<file path="src/hw/rtl/rrc_pkg.sv">
// Package for the rational reduce-and-compare block: widths, payload and control types.
`default_nettype none

package rrc_pkg;

    localparam int RRC_WIDTH = 16;
    localparam int RRC_KW    = $clog2(RRC_WIDTH);

    typedef struct packed {
        logic [RRC_WIDTH-1:0] first_numerator;
        logic [RRC_WIDTH-1:0] first_denominator;
        logic [RRC_WIDTH-1:0] second_numerator;
        logic [RRC_WIDTH-1:0] second_denominator;
    } rrc_in_t;

    typedef struct packed {
        logic [RRC_WIDTH-1:0] first_reduced_numerator;
        logic [RRC_WIDTH-1:0] first_reduced_denominator;
        logic [RRC_WIDTH-1:0] second_reduced_numerator;
        logic [RRC_WIDTH-1:0] second_reduced_denominator;
        logic                 fractions_equal;
    } rrc_out_t;

    typedef struct packed {
        logic                 start;
        logic [RRC_WIDTH-1:0] numerator;
        logic [RRC_WIDTH-1:0] denominator;
    } rrc_core_req_t;

    typedef struct packed {
        logic                 done;
        logic [RRC_WIDTH-1:0] numerator;
        logic [RRC_WIDTH-1:0] denominator;
    } rrc_core_rsp_t;

    typedef enum logic [2:0] {
        CORE_IDLE,
        CORE_GCD,
        CORE_DIV_N,
        CORE_DIV_D,
        CORE_DONE
    } rrc_core_state_t;

    typedef enum logic [1:0] {
        ST_IDLE,
        ST_FIRST,
        ST_SECOND,
        ST_OUT
    } rrc_state_t;

endpackage

`default_nettype wire

</file>
<file path="src/hw/rtl/rational_reduce_and_compare.sv">
// Top level of the rational reduce-and-compare block: sequencer, payload registers and compare.
//
// Usage: a request transaction on req_valid/req_ready carries two unsigned fractions.
// The block reduces each to lowest terms by dividing both parts by their greatest
// common divisor; a fraction whose smaller part is 0 or 1 passes through unchanged.
// One response transaction on rsp_valid/rsp_ready follows each request, with the
// reduced pairs and a flag that is set when both reduced pairs match exactly.
// Both fractions go through one reduction core in turn, all on one shared subtractor.
// A fraction that passes through skips the reduction; any other goes through binary GCD
// steps, a final compare and 16 restoring division steps for each part. rsp_valid rises
// once both fractions have gone through the core.
// One transaction is in the block at a time: req_ready is high only while it is idle,
// and a result held on the response channel while rsp_ready is low keeps the block
// busy until it is taken. Reset clears the sequencer: req_ready comes up and
// rsp_valid is low.
`default_nettype none

module rational_reduce_and_compare (
    input  wire logic             clk,
    input  wire logic             rst_n,
    input  wire logic             req_valid,
    output logic                  req_ready,
    input  wire rrc_pkg::rrc_in_t req_data,
    output logic                  rsp_valid,
    input  wire logic             rsp_ready,
    output rrc_pkg::rrc_out_t     rsp_data
);
    import rrc_pkg::*;

    rrc_state_t state_reg, state_next;

    rrc_in_t       in_reg, in_next;
    rrc_out_t      out_reg, out_next;
    rrc_core_req_t core_req;
    rrc_core_rsp_t core_rsp;

    rrc_core u_core (
        .clk   (clk),
        .rst_n (rst_n),
        .req   (core_req),
        .rsp   (core_rsp)
    );

    always_comb
    begin
        state_next           = state_reg;
        in_next              = in_reg;
        out_next             = out_reg;
        core_req.start       = 1'b0;
        core_req.numerator   = req_data.first_numerator;
        core_req.denominator = req_data.first_denominator;
        req_ready            = 1'b0;
        rsp_valid            = 1'b0;
        unique case (state_reg)
            ST_IDLE:
            begin
                req_ready = 1'b1;
                if (req_valid)
                begin
                    in_next        = req_data;
                    core_req.start = 1'b1;
                    state_next     = ST_FIRST;
                end
            end
            ST_FIRST:
            begin
                core_req.numerator   = in_reg.second_numerator;
                core_req.denominator = in_reg.second_denominator;
                if (core_rsp.done)
                begin
                    out_next.first_reduced_numerator   = core_rsp.numerator;
                    out_next.first_reduced_denominator = core_rsp.denominator;
                    core_req.start = 1'b1;
                    state_next     = ST_SECOND;
                end
            end
            ST_SECOND:
            begin
                core_req.numerator   = in_reg.second_numerator;
                core_req.denominator = in_reg.second_denominator;
                if (core_rsp.done)
                begin
                    out_next.second_reduced_numerator   = core_rsp.numerator;
                    out_next.second_reduced_denominator = core_rsp.denominator;
                    out_next.fractions_equal =
                        (out_reg.first_reduced_numerator == core_rsp.numerator) &&
                        (out_reg.first_reduced_denominator == core_rsp.denominator);
                    state_next = ST_OUT;
                end
            end
            ST_OUT:
            begin
                rsp_valid = 1'b1;
                if (rsp_ready)
                begin
                    state_next = ST_IDLE;
                end
            end
            default:
            begin
                state_next = ST_IDLE;
            end
        endcase
    end

    always_ff @(posedge clk or negedge rst_n)
    begin
        if (!rst_n)
        begin
            state_reg <= ST_IDLE;
        end
        else
        begin
            state_reg <= state_next;
        end
    end

    always_ff @(posedge clk)
    begin
        in_reg  <= in_next;
        out_reg <= out_next;
    end

    assign rsp_data = out_reg;

`ifndef ASSERT_OFF
    a_one_side: assert property (@(posedge clk) disable iff (!rst_n)
        !(req_ready && rsp_valid))
        else $error("Request and response channels active together");
    a_done_in_wait: assert property (@(posedge clk) disable iff (!rst_n)
        core_rsp.done |-> (state_reg == ST_FIRST || state_reg == ST_SECOND))
        else $error("Core finished while the sequencer was not waiting for it");
    a_equal_flag: assert property (@(posedge clk) disable iff (!rst_n)
        rsp_valid |-> (rsp_data.fractions_equal ==
            ((rsp_data.first_reduced_numerator == rsp_data.second_reduced_numerator) &&
             (rsp_data.first_reduced_denominator == rsp_data.second_reduced_denominator))))
        else $error("Equal flag disagrees with the reduced pairs");
    a_second_start: assert property (@(posedge clk) disable iff (!rst_n)
        (state_reg == ST_FIRST && core_rsp.done) |=> (state_reg == ST_SECOND))
        else $error("Second fraction was not started after the first");
`endif

endmodule

`default_nettype wire

</file>
<file path="src/hw/rtl/rrc_core.sv">
// Reduction core: binary GCD and restoring division of one fraction on a shared subtractor.
`default_nettype none

module rrc_core (
    input  wire logic                  clk,
    input  wire logic                  rst_n,
    input  wire rrc_pkg::rrc_core_req_t req,
    output rrc_pkg::rrc_core_rsp_t     rsp
);
    import rrc_pkg::*;

    localparam int W = RRC_WIDTH;

    rrc_core_state_t state_reg, state_next;

    logic [W-1:0]      n_reg, n_next;
    logic [W-1:0]      d_reg, d_next;
    logic [W-1:0]      a_reg, a_next;
    logic [W-1:0]      b_reg, b_next;
    logic [RRC_KW-1:0] k_reg, k_next;
    logic [W-1:0]      g_reg, g_next;
    logic [W-1:0]      rem_reg, rem_next;
    logic [W-1:0]      quo_reg, quo_next;
    logic [RRC_KW-1:0] cnt_reg, cnt_next;
    logic [W-1:0]      rn_reg, rn_next;
    logic [W-1:0]      rd_reg, rd_next;

    logic [W:0]   op_x;
    logic [W:0]   op_y;
    logic [W+1:0] diff;
    logic         borrow;
    logic         diff_zero;
    logic [W-1:0] smaller;
    logic [W-1:0] quo_step;
    logic [W-1:0] rem_step;

    // The one subtractor that serves both the GCD and the division.
    always_comb
    begin
        if (state_reg == CORE_GCD)
        begin
            op_x = {1'b0, a_reg};
            op_y = {1'b0, b_reg};
        end
        else
        begin
            op_x = {rem_reg, quo_reg[W-1]};
            op_y = {1'b0, g_reg};
        end
        diff      = {1'b0, op_x} - {1'b0, op_y};
        borrow    = diff[W+1];
        diff_zero = (diff == '0);
    end

    always_comb
    begin
        smaller  = (req.numerator < req.denominator) ? req.numerator : req.denominator;
        rem_step = borrow ? op_x[W-1:0] : diff[W-1:0];
        quo_step = {quo_reg[W-2:0], ~borrow};
    end

    always_comb
    begin
        state_next = state_reg;
        n_next     = n_reg;
        d_next     = d_reg;
        a_next     = a_reg;
        b_next     = b_reg;
        k_next     = k_reg;
        g_next     = g_reg;
        rem_next   = rem_reg;
        quo_next   = quo_reg;
        cnt_next   = cnt_reg;
        rn_next    = rn_reg;
        rd_next    = rd_reg;
        unique case (state_reg)
            CORE_IDLE,
            CORE_DONE:
            begin
                state_next = CORE_IDLE;
                if (req.start)
                begin
                    n_next = req.numerator;
                    d_next = req.denominator;
                    a_next = req.numerator;
                    b_next = req.denominator;
                    k_next = '0;
                    if (smaller <= W'(1))
                    begin
                        rn_next    = req.numerator;
                        rd_next    = req.denominator;
                        state_next = CORE_DONE;
                    end
                    else
                    begin
                        state_next = CORE_GCD;
                    end
                end
            end
            CORE_GCD:
            begin
                if (!a_reg[0] && !b_reg[0])
                begin
                    a_next = a_reg >> 1;
                    b_next = b_reg >> 1;
                    k_next = k_reg + RRC_KW'(1);
                end
                else if (!a_reg[0])
                begin
                    a_next = a_reg >> 1;
                end
                else if (!b_reg[0])
                begin
                    b_next = b_reg >> 1;
                end
                else if (diff_zero)
                begin
                    g_next     = a_reg << k_reg;
                    quo_next   = n_reg;
                    rem_next   = '0;
                    cnt_next   = '0;
                    state_next = CORE_DIV_N;
                end
                else if (borrow)
                begin
                    a_next = b_reg;
                    b_next = a_reg;
                end
                else
                begin
                    a_next = diff[W:1];
                end
            end
            CORE_DIV_N:
            begin
                rem_next = rem_step;
                quo_next = quo_step;
                cnt_next = cnt_reg + RRC_KW'(1);
                if (cnt_reg == RRC_KW'(W-1))
                begin
                    rn_next    = quo_step;
                    quo_next   = d_reg;
                    rem_next   = '0;
                    cnt_next   = '0;
                    state_next = CORE_DIV_D;
                end
            end
            CORE_DIV_D:
            begin
                rem_next = rem_step;
                quo_next = quo_step;
                cnt_next = cnt_reg + RRC_KW'(1);
                if (cnt_reg == RRC_KW'(W-1))
                begin
                    rd_next    = quo_step;
                    state_next = CORE_DONE;
                end
            end
            default:
            begin
                state_next = CORE_IDLE;
            end
        endcase
    end

    always_ff @(posedge clk or negedge rst_n)
    begin
        if (!rst_n)
        begin
            state_reg <= CORE_IDLE;
        end
        else
        begin
            state_reg <= state_next;
        end
    end

    always_ff @(posedge clk)
    begin
        n_reg   <= n_next;
        d_reg   <= d_next;
        a_reg   <= a_next;
        b_reg   <= b_next;
        k_reg   <= k_next;
        g_reg   <= g_next;
        rem_reg <= rem_next;
        quo_reg <= quo_next;
        cnt_reg <= cnt_next;
        rn_reg  <= rn_next;
        rd_reg  <= rd_next;
    end

    assign rsp.done        = (state_reg == CORE_DONE);
    assign rsp.numerator   = rn_reg;
    assign rsp.denominator = rd_reg;

`ifndef ASSERT_OFF
    a_gcd_entry: assert property (@(posedge clk) disable iff (!rst_n)
        (state_reg == CORE_GCD && $past(state_reg) != CORE_GCD)
        |-> (a_reg >= W'(2) && b_reg >= W'(2)))
        else $error("GCD started on a fraction that should pass through");
    a_div_nonzero: assert property (@(posedge clk) disable iff (!rst_n)
        (state_reg == CORE_DIV_N || state_reg == CORE_DIV_D) |-> (g_reg != '0))
        else $error("Division started with a zero divisor");
    a_div_to_done: assert property (@(posedge clk) disable iff (!rst_n)
        (state_reg == CORE_DIV_D && cnt_reg == RRC_KW'(W-1)) |=> (state_reg == CORE_DONE))
        else $error("Second division did not finish after its last step");
    a_done_pulse: assert property (@(posedge clk) disable iff (!rst_n)
        (rsp.done && !req.start) |=> !rsp.done)
        else $error("Core completion lasted more than one cycle");
`endif

endmodule

`default_nettype wire
</file>
<file path="config.mk">
export PLATFORM = sky130hd
export DESIGN_NAME = rational_reduce_and_compare
export DESIGN_NICKNAME = d
export VERILOG_FILES = /design/src/hw/rtl/rrc_pkg.sv /design/src/hw/rtl/rational_reduce_and_compare.sv /design/src/hw/rtl/rrc_core.sv
export SDC_FILE = /design/constraint.sdc
export NUM_CORES = 1
export LEC_CHECK = 0
export BUFFER_PORTS_ARGS = -buffer_cell sky130_fd_sc_hd__buf_4
export CAP_MARGIN = 0
export CORE_ASPECT_RATIO = 0.8
export CORE_MARGIN = 2
export CORE_UTILIZATION = 48
export CTS_CLUSTER_SIZE = 20
export DETAILED_ROUTE_END_ITERATION = 8
export PLACE_DENSITY = 0.66
export SETUP_SLACK_MARGIN = 0.15
export SYNTH_ARGS = -nofsm -noshare
export SYNTH_HDL_FRONTEND = slang
export SYNTH_SLANG_ARGS = --single-unit
</file>
<file path="constraint.sdc">
create_clock -name clk -period 7.2 [get_ports clk]
set_clock_uncertainty 0.15 [all_clocks]
set_input_delay 1.08 -clock clk [delete_from_list [all_inputs] [get_ports clk]]
set_output_delay 1.08 -clock clk [all_outputs]
set_load 0.02 [all_outputs]
</file>
==> run_summary.xml <==
<?xml version="1.0" encoding="UTF-8"?>
<metrics>
  <group name="placement">
    <metric name="place_hpwl" unit="um">24600</metric>
    <metric name="dp_worst_setup_slack" unit="ps">1510</metric>
    <metric name="buffer_ports.inserted" unit="">134</metric>
    <metric name="finalWeightedCongestion" unit="">0.944</metric>
  </group>
  <group name="route">
    <metric name="detail_route.iter0.violations" unit="">1062</metric>
    <metric name="antenna_left" unit="">0</metric>
    <metric name="wl_met2" unit="um">14100</metric>
    <metric name="avgRoutedWirePerCell" unit="um">21.2</metric>
    <metric name="met1Wirelength" unit="um">15800</metric>
    <metric name="route.top_layer_used" unit="">met4</metric>
    <metric name="detailroute.via_count" unit="">9127</metric>
    <metric name="vias_per_cell" unit="">5.74</metric>
    <metric name="drt-total-wl" unit="um">33800</metric>
    <metric name="firstDrtPassIters" unit="">5</metric>
    <metric name="detail_route.drc_violations" unit="">0</metric>
    <metric name="met3_routed_wl" unit="um">3470</metric>
  </group>
  <group name="floorplan">
    <metric name="dieArea" unit="um2">27700</metric>
    <metric name="floorplan.die.width" unit="um">186</metric>
    <metric name="die_height" unit="um">149</metric>
    <metric name="floorplan.rows" unit="">53</metric>
    <metric name="initial_utilization" unit="%">48.5</metric>
    <metric name="design.portCount" unit="">135</metric>
    <metric name="core-area" unit="um2">26100</metric>
  </group>
  <group name="timing">
    <metric name="finalHoldViolations" unit="">0</metric>
    <metric name="totalNegativeSetupSlack" unit="ps">0</metric>
    <metric name="period_share" unit="%">80.4</metric>
    <metric name="final_setup_viols" unit="">0</metric>
    <metric name="report.final.slew_viol_count" unit="">0</metric>
    <metric name="slew_headroom" unit="%">24.7</metric>
    <metric name="fmax" unit="GHz">0.173</metric>
    <metric name="rsz_0062_raised_after_global_routing" unit="">false</metric>
    <metric name="period_minus_slack" unit="ps">5790</metric>
    <metric name="timing_worst_slew_pin_value" unit="ps">1120</metric>
    <metric name="fin_ws" unit="ps">1410</metric>
  </group>
  <group name="layout">
    <metric name="utilization" unit="%">57.0</metric>
    <metric name="syn_to_final_growth" unit="%">17.5</metric>
    <metric name="nNetsFinal" unit="">1318</metric>
    <metric name="final_layout_size_suffix_gt1_share" unit="%">17.6</metric>
    <metric name="commonest_cells_after_routing_fill_and_taps_aside" unit="">sky130_fd_sc_hd__edfxtp_1 (249), sky130_fd_sc_hd__buf_4 (158), sky130_fd_sc_hd__nand2_1 (115), sky130_fd_sc_hd__nor2_1 (99), sky130_fd_sc_hd__a21oi_1 (97)</metric>
    <metric name="nFillCells" unit="">2221</metric>
    <metric name="diodes" unit="">0</metric>
    <metric name="layout_commonest_cell" unit="">sky130_fd_sc_hd__edfxtp_1</metric>
    <metric name="area_occupied_by_multi_input_gates" unit="um2">4720</metric>
    <metric name="regArea" unit="um2">7600</metric>
    <metric name="largest_register_ffs" unit="">65</metric>
  </group>
  <group name="clock_tree">
    <metric name="clock_sink_count" unit="">254</metric>
    <metric name="post_cts_resized" unit="">0</metric>
    <metric name="cts_max_path_buffers" unit="">3</metric>
    <metric name="cts_inserted_buffers" unit="">26</metric>
    <metric name="clock_tree.root_cell" unit="">sky130_fd_sc_hd__clkbuf_16</metric>
    <metric name="post_cts_hold_buffer_count" unit="">0</metric>
    <metric name="cts_tree" unit="">built</metric>
    <metric name="clk_pin_slew_worst_paths" unit="ps">60</metric>
    <metric name="clk-insertion-delay-late" unit="ps">530</metric>
    <metric name="cts_max_level" unit="">1</metric>
    <metric name="postCtsSetupRepairBufs" unit="">0</metric>
  </group>
  <group name="synth">
    <metric name="synth_area_leaders" unit="">sky130_fd_sc_hd__edfxtp_1 (59%), sky130_fd_sc_hd__mux2i_1 (6.5%), sky130_fd_sc_hd__a21oi_1 (3.8%), sky130_fd_sc_hd__ha_1 (3.7%), sky130_fd_sc_hd__nand2_1 (3.4%)</metric>
    <metric name="yosys_register_bits" unit="">254</metric>
    <metric name="number_of_flops_mapped_to_enable_cells_by_yosys" unit="">249</metric>
    <metric name="synth_top_family_by_area" unit="">simple AND/OR/NAND/NOR gates</metric>
    <metric name="avgSynthCellArea" unit="um2">11.8</metric>
    <metric name="netlist_instances" unit="">1078</metric>
    <metric name="syn_area" unit="um2">12700</metric>
    <metric name="synth-compound-area-share" unit="%">11.1</metric>
    <metric name="postSynth.topFlopCell" unit="">sky130_fd_sc_hd__edfxtp_1</metric>
    <metric name="yosys.area.top_type" unit="">sky130_fd_sc_hd__edfxtp_1</metric>
    <metric name="yosysTopAreaCellShare" unit="%">59.0</metric>
    <metric name="ys_seq_area_share" unit="%">60.0</metric>
    <metric name="synth.net_count" unit="">1184</metric>
    <metric name="synth.mux.area_fraction" unit="%">7.54</metric>
    <metric name="synthAdderAreaFrac" unit="%">3.81</metric>
    <metric name="synth-warning-count" unit="">0</metric>
    <metric name="synth_simple_gate_area_share" unit="%">11.5</metric>
    <metric name="yosysUniqueCellTypes" unit="">62</metric>
    <metric name="yosys.area_share.xor_xnor" unit="%">3.11</metric>
    <metric name="async_flop_share" unit="%">1.97</metric>
  </group>
  <group name="job">
    <metric name="max-cap-violations" unit="">0</metric>
  </group>
  <group name="worst_setup_path">
    <metric name="crit_slowest_cell" unit="">sky130_fd_sc_hd__or3b_2</metric>
    <metric name="worst_path_most_repeated_cell" unit="">sky130_fd_sc_hd__a21oi_1</metric>
    <metric name="worst_setup_path_end_kind" unit="">flop</metric>
    <metric name="cp_required" unit="ps">7220</metric>
    <metric name="worst-path-max-fanout" unit="">30</metric>
    <metric name="timing.critical_path.cells" unit="">or3b_2 &gt; a21oi_1 &gt; ha_1 &gt; inv_1 &gt; fa_1 &gt; a211oi_1 &gt; o21bai_1 &gt; a41o_1 &gt; a22oi_1 &gt; a21oi_1 &gt; o32a_1 &gt; or4_4 &gt; o41ai_4 &gt; buf_4</metric>
    <metric name="arrival" unit="ps">5810</metric>
    <metric name="critical_path.startpoint_type" unit="">flop</metric>
    <metric name="worstSetupPathType" unit="">reg -&gt; reg</metric>
    <metric name="max_stage_delay" unit="ps">800</metric>
  </group>
  <group name="grt">
    <metric name="grt.total_usage" unit="%">24.1</metric>
    <metric name="grt_max_degree" unit="">50</metric>
    <metric name="grt_overflow" unit="">0</metric>
    <metric name="grt_pass1_wl" unit="um">50300</metric>
    <metric name="antenna_found_initial" unit="">1</metric>
    <metric name="number_of_global_route_vias_before_repair" unit="">8440</metric>
  </group>
  <group name="pwr">
    <metric name="power.ir.vdd_worst" unit="uV">139</metric>
    <metric name="p_leak" unit="uW">0.00590</metric>
    <metric name="ratio_of_total_power_to_cell_area" unit="nW/um2">192</metric>
  </group>
  <group name="hold_path">
    <metric name="hold_path_class" unit="">in -&gt; async</metric>
  </group>
  <group name="outcome">
    <metric name="status" unit="">finished, final reports clean</metric>
  </group>
</metrics>
metal layers:
layer | vias up | GRT usage [%]
li1 | 4261 | -
met1 | 4381 | 38.4
met2 | 448 | 34.1
met3 | 37 | 5.22
met4 | 0 | 4.17
met5 | - | 0
synth_stat cells (all sizes together), types with 5 or more instances:
master  number
a211oi      21
a21boi       9
a21o         5
a21oi      100
a31oi       16
and2         8
and3         7
buf         11
clkbuf      41
dfrtp        5
edfxtp     249
ha          37
inv         46
mux2         6
mux2i       82
nand2      115
nand3       11
nand4       14
nor2        99
nor2b       19
nor3        12
nor3b        5
nor4        12
o21ai       45
o22ai        7
or3          7
xnor2        8
xor2        37
cell type report:
cell class              instances  area share (%)
clock buffers                  33            4.69
clock inverters                15           0.453
inverters                      47            1.18
multi-input cells             725            31.7
flip-flops and latches        254            51.0
well taps                     357            3.00
repair buffers                158            7.96
stage by stage:
stage	instances	total power [uW]	cell area, um2	hold slack (ps)
floorplan	1078	1630	12700	316
global placement	1541	1660	14100	337
detailed placement	1541	1660	14100	342
CTS	1589	2880	14900	193
global route	1589	2930	14900	192
finish	1589	2860	14900	204
where the power goes:
| part | internal (uW) | switching (uW) |
|---|---|---|
| clock network | 682 | 547 |
| logic | 23.2 | 6.45 |
| registers | 1600 | 0 |
| total | 2310 | 553 |
cell families (layout without fill, tap and decap cells):
| kind of cell | Yosys count | in the layout |
|---|---|---|
| and+or+nand+nor | 319 | 319 |
| muxes | 91 | 91 |
| AOI/OAI and AO/OA | 232 | 232 |
| adders and majority gates | 38 | 38 |
| DFF | 254 | 254 |
| buffers and inverters | 99 | 253 |
| xor gates and xnor gates | 45 | 45 |
worst paths after layout:
path | from | endpoint | slack (ps) | cells after the start
worst max-delay path | u_core.state_reg[2] | u_core.rem_reg[5] | 1410 | 14
worst min-delay path | rst_n | u_core.state_reg[0] | 200 | 1
worst max register to register | u_core.state_reg[2] | u_core.rem_reg[5] | 1410 | 14
worst min register to register | u_core.rn_reg[3] | rsp_data[52] | 350 | 0
max in group asynchronous | rst_n | state_reg[1] | 6580 | 1
min in group clk | u_core.rn_reg[3] | rsp_data[52] | 350 | 0
worst max-delay path: cells and delay by family, from the launching register on:
| family | cells | cell delay [ps] |
|---|---|---|
| AND/OR/NAND/NOR | 2 | 1420 |
| buffers and inverters | 2 | 550 |
| flip-flops | 1 | 480 |
| adder cells (fa/ha/maj) | 2 | 610 |
| AO/OA/AOI/OAI | 8 | 2200 |
No activity file was read; power rests on OpenSTA's default activity.
